File: src/sv/bcs_div.sv
`default_nettype none
module bcs_div #(
  parameter int NW = 32,
  parameter int DW = 14
) (
  input  wire logic          clk_i,
  input  wire logic          en_i,
  input  wire logic [NW-1:0] dividend_i,
  input  wire logic [DW-1:0] divisor_i,
  output logic      [NW-1:0] quotient_o
);

  logic [DW-1:0] rem_q [1:NW];
  logic [NW-1:0] dvd_q [1:NW];
  logic [DW-1:0] dsr_q [1:NW];
  logic [NW-1:0] quo_q [1:NW];

  for (genvar i = 0; i < NW; i++) begin : g_stage
    logic [DW-1:0] rem_in;
    logic [NW-1:0] dvd_in;
    logic [DW-1:0] dsr_in;
    logic [NW-1:0] quo_in;
    logic [DW:0]   trial;
    logic          ge;

    if (i == 0) begin : g_first
      assign rem_in = '0;
      assign dvd_in = dividend_i;
      assign dsr_in = divisor_i;
      assign quo_in = '0;
    end else begin : g_next
      assign rem_in = rem_q[i];
      assign dvd_in = dvd_q[i];
      assign dsr_in = dsr_q[i];
      assign quo_in = quo_q[i];
    end

    assign trial = {rem_in, dvd_in[NW-1-i]};
    assign ge    = trial >= {1'b0, dsr_in};

    always_ff @(posedge clk_i) begin
      if (en_i) begin
        rem_q[i+1] <= ge ? DW'(trial - {1'b0, dsr_in}) : DW'(trial);
        dvd_q[i+1] <= dvd_in;
        dsr_q[i+1] <= dsr_in;
        quo_q[i+1] <= quo_in | (NW'(ge) << (NW - 1 - i));
      end
    end
  end

  assign quotient_o = quo_q[NW];

endmodule
`default_nettype wire

File: config.mk
export PLATFORM = sky130hd
export DESIGN_NAME = bcs_div
export DESIGN_NICKNAME = d
export VERILOG_FILES = /design/src/sv/bcs_div.sv
export SDC_FILE = /design/constraint.sdc
export NUM_CORES = 2
export LEC_CHECK = 0
export BUFFER_PORTS_ARGS = -buffer_cell sky130_fd_sc_hd__buf_2
export CAP_MARGIN = 15
export CORE_ASPECT_RATIO = 0.8
export CORE_MARGIN = 8
export CORE_UTILIZATION = 57
export CTS_CLUSTER_DIAMETER = 120
export CTS_CLUSTER_SIZE = 30
export DETAILED_ROUTE_END_ITERATION = 10
export PLACE_DENSITY = 0.86
export SYNTH_ARGS = -nofsm -noshare
export SYNTH_HDL_FRONTEND = slang
export SYNTH_SLANG_ARGS = --single-unit
File: constraint.sdc
create_clock -name clk_i -period 3 [get_ports clk_i]
set_clock_uncertainty 0.1 [all_clocks]
set_input_delay 0.3 -clock clk_i [delete_from_list [all_inputs] [get_ports clk_i]]
set_output_delay 0.3 -clock clk_i [all_outputs]
set_load 0.005 [all_outputs]
# Yosys cells after proc, flatten, opt, wreduce, memory -nomap -nowiden
# Memories as Yosys holds them, arrays and structs flattened.
# Cells that the tools add are included.
# word_totals
reg_bits	0
mem_bits_rw	2944
out_inout_bits	32
wordCells	133
mem_count	4
# memory_table
memory	words	width	read_ports	rd_ports_with_merged_regs	wr	line_no	text
dvd_q	32	32	31	0	32	14	logic [NW-1:0] dvd_q [1:NW];
quo_q	32	32	32	0	32	16	logic [NW-1:0] quo_q [1:NW];
dsr_q	32	14	31	0	32	15	logic [DW-1:0] dsr_q [1:NW];
rem_q	32	14	31	0	32	13	logic [DW-1:0] rem_q [1:NW];
# classes
add_sub_neg	32
order_cmp	32
n_mux	34
bitwise	31
# ops
operator	n
>= comparator 15 x 14 -> 1 bit	31
two-way mux 14 bit	32
subtractor 14 bit	31
OR 32 x 1 -> 32 bit	1
OR 32 x 10 -> 32 bit	1
OR 32 x 11 -> 32 bit	1
OR 32 x 12 -> 32 bit	1
OR 32 x 13 -> 32 bit	1
OR 32 x 14 -> 32 bit	1
OR 32 x 15 -> 32 bit	1
OR 32 x 16 -> 32 bit	1
OR 32 x 17 -> 32 bit	1
OR 32 x 18 -> 32 bit	1
OR 32 x 19 -> 32 bit	1
OR 32 x 2 -> 32 bit	1
OR 32 x 20 -> 32 bit	1
OR 32 x 21 -> 32 bit	1
OR 32 x 22 -> 32 bit	1
OR 32 x 23 -> 32 bit	1
OR 32 x 24 -> 32 bit	1
OR 32 x 25 -> 32 bit	1
OR 32 x 26 -> 32 bit	1
OR 32 x 27 -> 32 bit	1
OR 32 x 28 -> 32 bit	1
13 further kinds	14

# Longest topological paths before layout
# An unclocked memory read counts as a cell.
# logic_depth
ltp_word	3
ltp_mapped	11
depth_no_buf	11

# Least setup slack after synthesis
# Ideal clock, no wire load.
# synth_timing
path_kind	reg2reg
startpoint	register, netlist name rem_q[0][350]
endpoint	register, netlist name rem_q[0][369]
setup_ns	0.260
t_arrival_ns	2.653
required_ns	2.640
slack_ns	-0.013
path_stages_with_launch	10
cell_sequence	edfxtp_1 > ha_1 > nor2b_4 > o31a_1 > o31a_1 > o21ai_2 > a21oi_2 > a2111oi_4 > buf_6 > mux2_4

==> impl_metrics.ini <==
[yosys]
synth-edff-count = 1892
synth_top_area_share_pct = 67.6
ys_seq_elements = 1892
ys_types = 77
synth-main-ff-cell = edfxtp_1
synth_cells = 5609
syn_area_per_cell_um2 = 15.0
synth_fp_nets = 6153
netlist_area_um2 = 84100
async_flop_share_pct = 0
synth_area_leaders = edfxtp_1 68%, ha_1 6.9%, mux2_2 3.9%, inv_1 2.8%, xnor2_1 1.7%
yosysWarnings = 0
yosysTopAreaCell = edfxtp_1
yosysSeqAreaShare_pct = 67.6

[die]
die_area_um2 = 160000
coreArea_um2 = 147000
start_util_pct = 57.2
die-height_um = 359
die_x_um = 445
fp-row-count = 126
io_pins = 80

[route]
wl_met3_mm = 7.13
first_iter_violations = 3888
firstDrtPassIters = 6
top_layer = met4
met2_length_mm = 67.9
drt-total-wl_mm = 145
wl_per_cell_um = 18.0
num_vias = 45690
drc_errors = 0
m1WireLength_mm = 66.2
antenna_left = 0
drt-vias-per-instance = 5.68

[status]
violations = setup timing
run_status = complete, but fails checks

[run]
maxCapViolations = 0

[cells_and_area]
area_delta_synth_final_pct = 9.60
fin_nets = 6590
layout_commonest_cell = edfxtp_1
mostFrequentLayoutCells = 1892 x edfxtp_1, 603 x inv_1, 454 x ha_1, 283 x mux2_2, 249 x buf_4
fillers = 10566
antennaDiodeCount = 0
layout-drive-gt1-share_pct = 15.8

[pwr]
p_sw_share_pct = 31.7
clockPowerShare_pct = 14.5
p_per_area_nw_per_um2 = 900
peakVddDrop_mv = 0.742
p_leak_nw = 35.4
seq_power_share_pct = 45.6
p_int_w = 0.0566
p_comb_share_pct = 39.9
p_sw_w = 0.0263

[critical_path]
critPathArrivalTime_ns = 3.39
crit_type = flop to flop
required_ns = 3.38
slowest_stage = fa_2
crit_buf_inv = 3
end_kind = flop
startpoint_type = flop
crit_chain = inv_1 -> ha_1 -> inv_1 -> fa_2 -> a211oi_2 -> nor2_2 -> o41ai_2 -> buf_4 -> o22ai_2 -> o41ai_2 -> xnor2_1 -> mux2_2
reg2reg_depth = 12
crit_cells = 12
max_stage_delay_ns = 0.38
path_delay_family = compound AO/OA/AOI/OAI gates
path_max_fanout = 3

[grt]
grt_start_max_net_pins = 160
grtUsageTotal_pct = 17.1
grt_pass1_vias = 44460
grt-ovfl-total = 0
antenna_found_initial = 1
grt_pass1_wl_mm = 228

[clock_network]
root_buffer = clkbuf_16
clk_pin_slew_ns = 0.11
clock_path_buffers = 3
clock_sinks = 1892
htree_levels = 3
cts_tree = built
cts_buffers = 73
clk_latency_ns = 0.73

[timing]
worst_pin_slew_ns = 0.809
fmax_mhz = 333
period_needed_ns = 3.00
rsz0062_at_grt = yes
slew_viol_final = 0
timing.setup.tns_ns = -0.00367
setup_viol = 1
fin_ws_ns = -0.00367
relSlewSlack_pct = 46.1
min_period_over_period_pct = 100
hold_ws_ns = 0.163
hold_viol = 0

[place]
place.gp.congestion = 0.899
io_buffers = 79
place_hpwl_mm = 100

[hold_path]
hold_depth = 2
hold_path.class = input pin to flop
[synth_stat cells, types with 13 or more instances]
cell type	number
inv_1	623
xnor2_1	163
and2_1	26
nor4_1	26
or3_1	21
a31oi_1	27
a211oi_1	26
ha_1	466
fa_1	30
nor3b_1	16
o21bai_1	21
o21a_1	67
mux2_4	36
a211o_1	15
o311ai_0	22
mux2_2	294
nor3_1	78
edfxtp_1	1892
o21ai_0	192
o31a_1	37
and3_1	26
nor2_1	242
xor2_1	89
and4b_1	13
nor2b_1	76
nand3b_1	14
o211ai_1	20
a21o_1	137
nand2b_1	25
and4_1	13
o31ai_1	27
mux2i_1	68
or2_2	28
nand2_1	148
nand4_1	29
nand3_1	81
a21oi_1	256
a21boi_0	26
buf_2	32
[state kept, by name, indices dropped and copies added (netlist names)]
signal  count
dsr_q     434
dvd_q     496
quo_q     528
rem_q     434
[power groups by stage]
stage	sequential (W)	clock [W]	combinational, W
2_1_floorplan	0.0372	0	0.0237
3_3_place_gp	0.0383	0	0.0295
3_5_place_dp	0.0384	0	0.0308
4_1_cts	0.0378	0.0125	0.0314
5_1_grt	0.0382	0.0132	0.0361
6_report	0.0378	0.0120	0.0331
[layer usage]
metal | global-route usage (%) | vias to the layer above
li1 | - | 21830
met1 | 24.7 | 22419
met2 | 27.9 | 1213
met3 | 2.34 | 228
met4 | 4.23 | 0
met5 | 0 | -
[cell type report]
type	count	area, um^2	area share (%)
multi-input cells	3042	25100	27.2
repair buffers	414	3450	3.74
clock inverters	9	111	0.121
flip-flops and latches	1892	56800	61.7
clock buffers	74	1850	2.01
well taps	1984	2480	2.69
inverters	623	2340	2.54
[through the flow]
| stage | power (W) | area [um^2] | setup slack [ns] | cells | util (%) |
|---|---|---|---|---|---|
| global placement | 0.0678 | 88500 | -0.123 | 7824 | 60.2 |
| detailed placement | 0.0692 | 88500 | -0.190 | 7824 | 60.2 |
| floorplan | 0.0609 | 84100 | 0.0425 | 5609 | - |
| finish | 0.0829 | 92100 | -0.00367 | 8038 | 62.7 |
| CTS | 0.0817 | 91100 | -0.0556 | 7967 | 62.0 |
| global route | 0.0875 | 92100 | -0.146 | 8038 | 62.7 |
[cell families after synthesis]
group	after synthesis	synth area share (%)
AOI/OAI and AO/OA	1000	8.07
xor gates and xnor gates	252	2.63
adders and majority gates	496	7.65
buffers and inverters	675	3.12
DFF	1892	67.6
muxes	398	5.39
and+or+nand+nor	896	5.55
[final timing paths]
kind | start | to | slack [ns]
worst min register to register | dvd_q[0][309]$_DFFE_PP_ | dvd_q[0][341]$_DFFE_PP_ | 0.32
worst max register to register | dvd_q[0][217]$_DFFE_PP_ | rem_q[0][110]$_DFFE_PP_ | -0.004
worst min-delay path | dividend_i[25] | dvd_q[0][57]$_DFFE_PP_ | 0.16
worst max-delay path | dvd_q[0][217]$_DFFE_PP_ | rem_q[0][110]$_DFFE_PP_ | -0.004
[repair_timing]
item / in CTS / in global routing
buffers inserted: 13 / 66
gates cloned: 0 / 5
hold buffers: 47 / 0
pin swaps: 15 / 59
endpoints found under the setup margin: 68 / 296
resized for setup: 35 / 146
endpoints found under the hold margin: 71 / 0
Power figures use the tool's default switching activity.
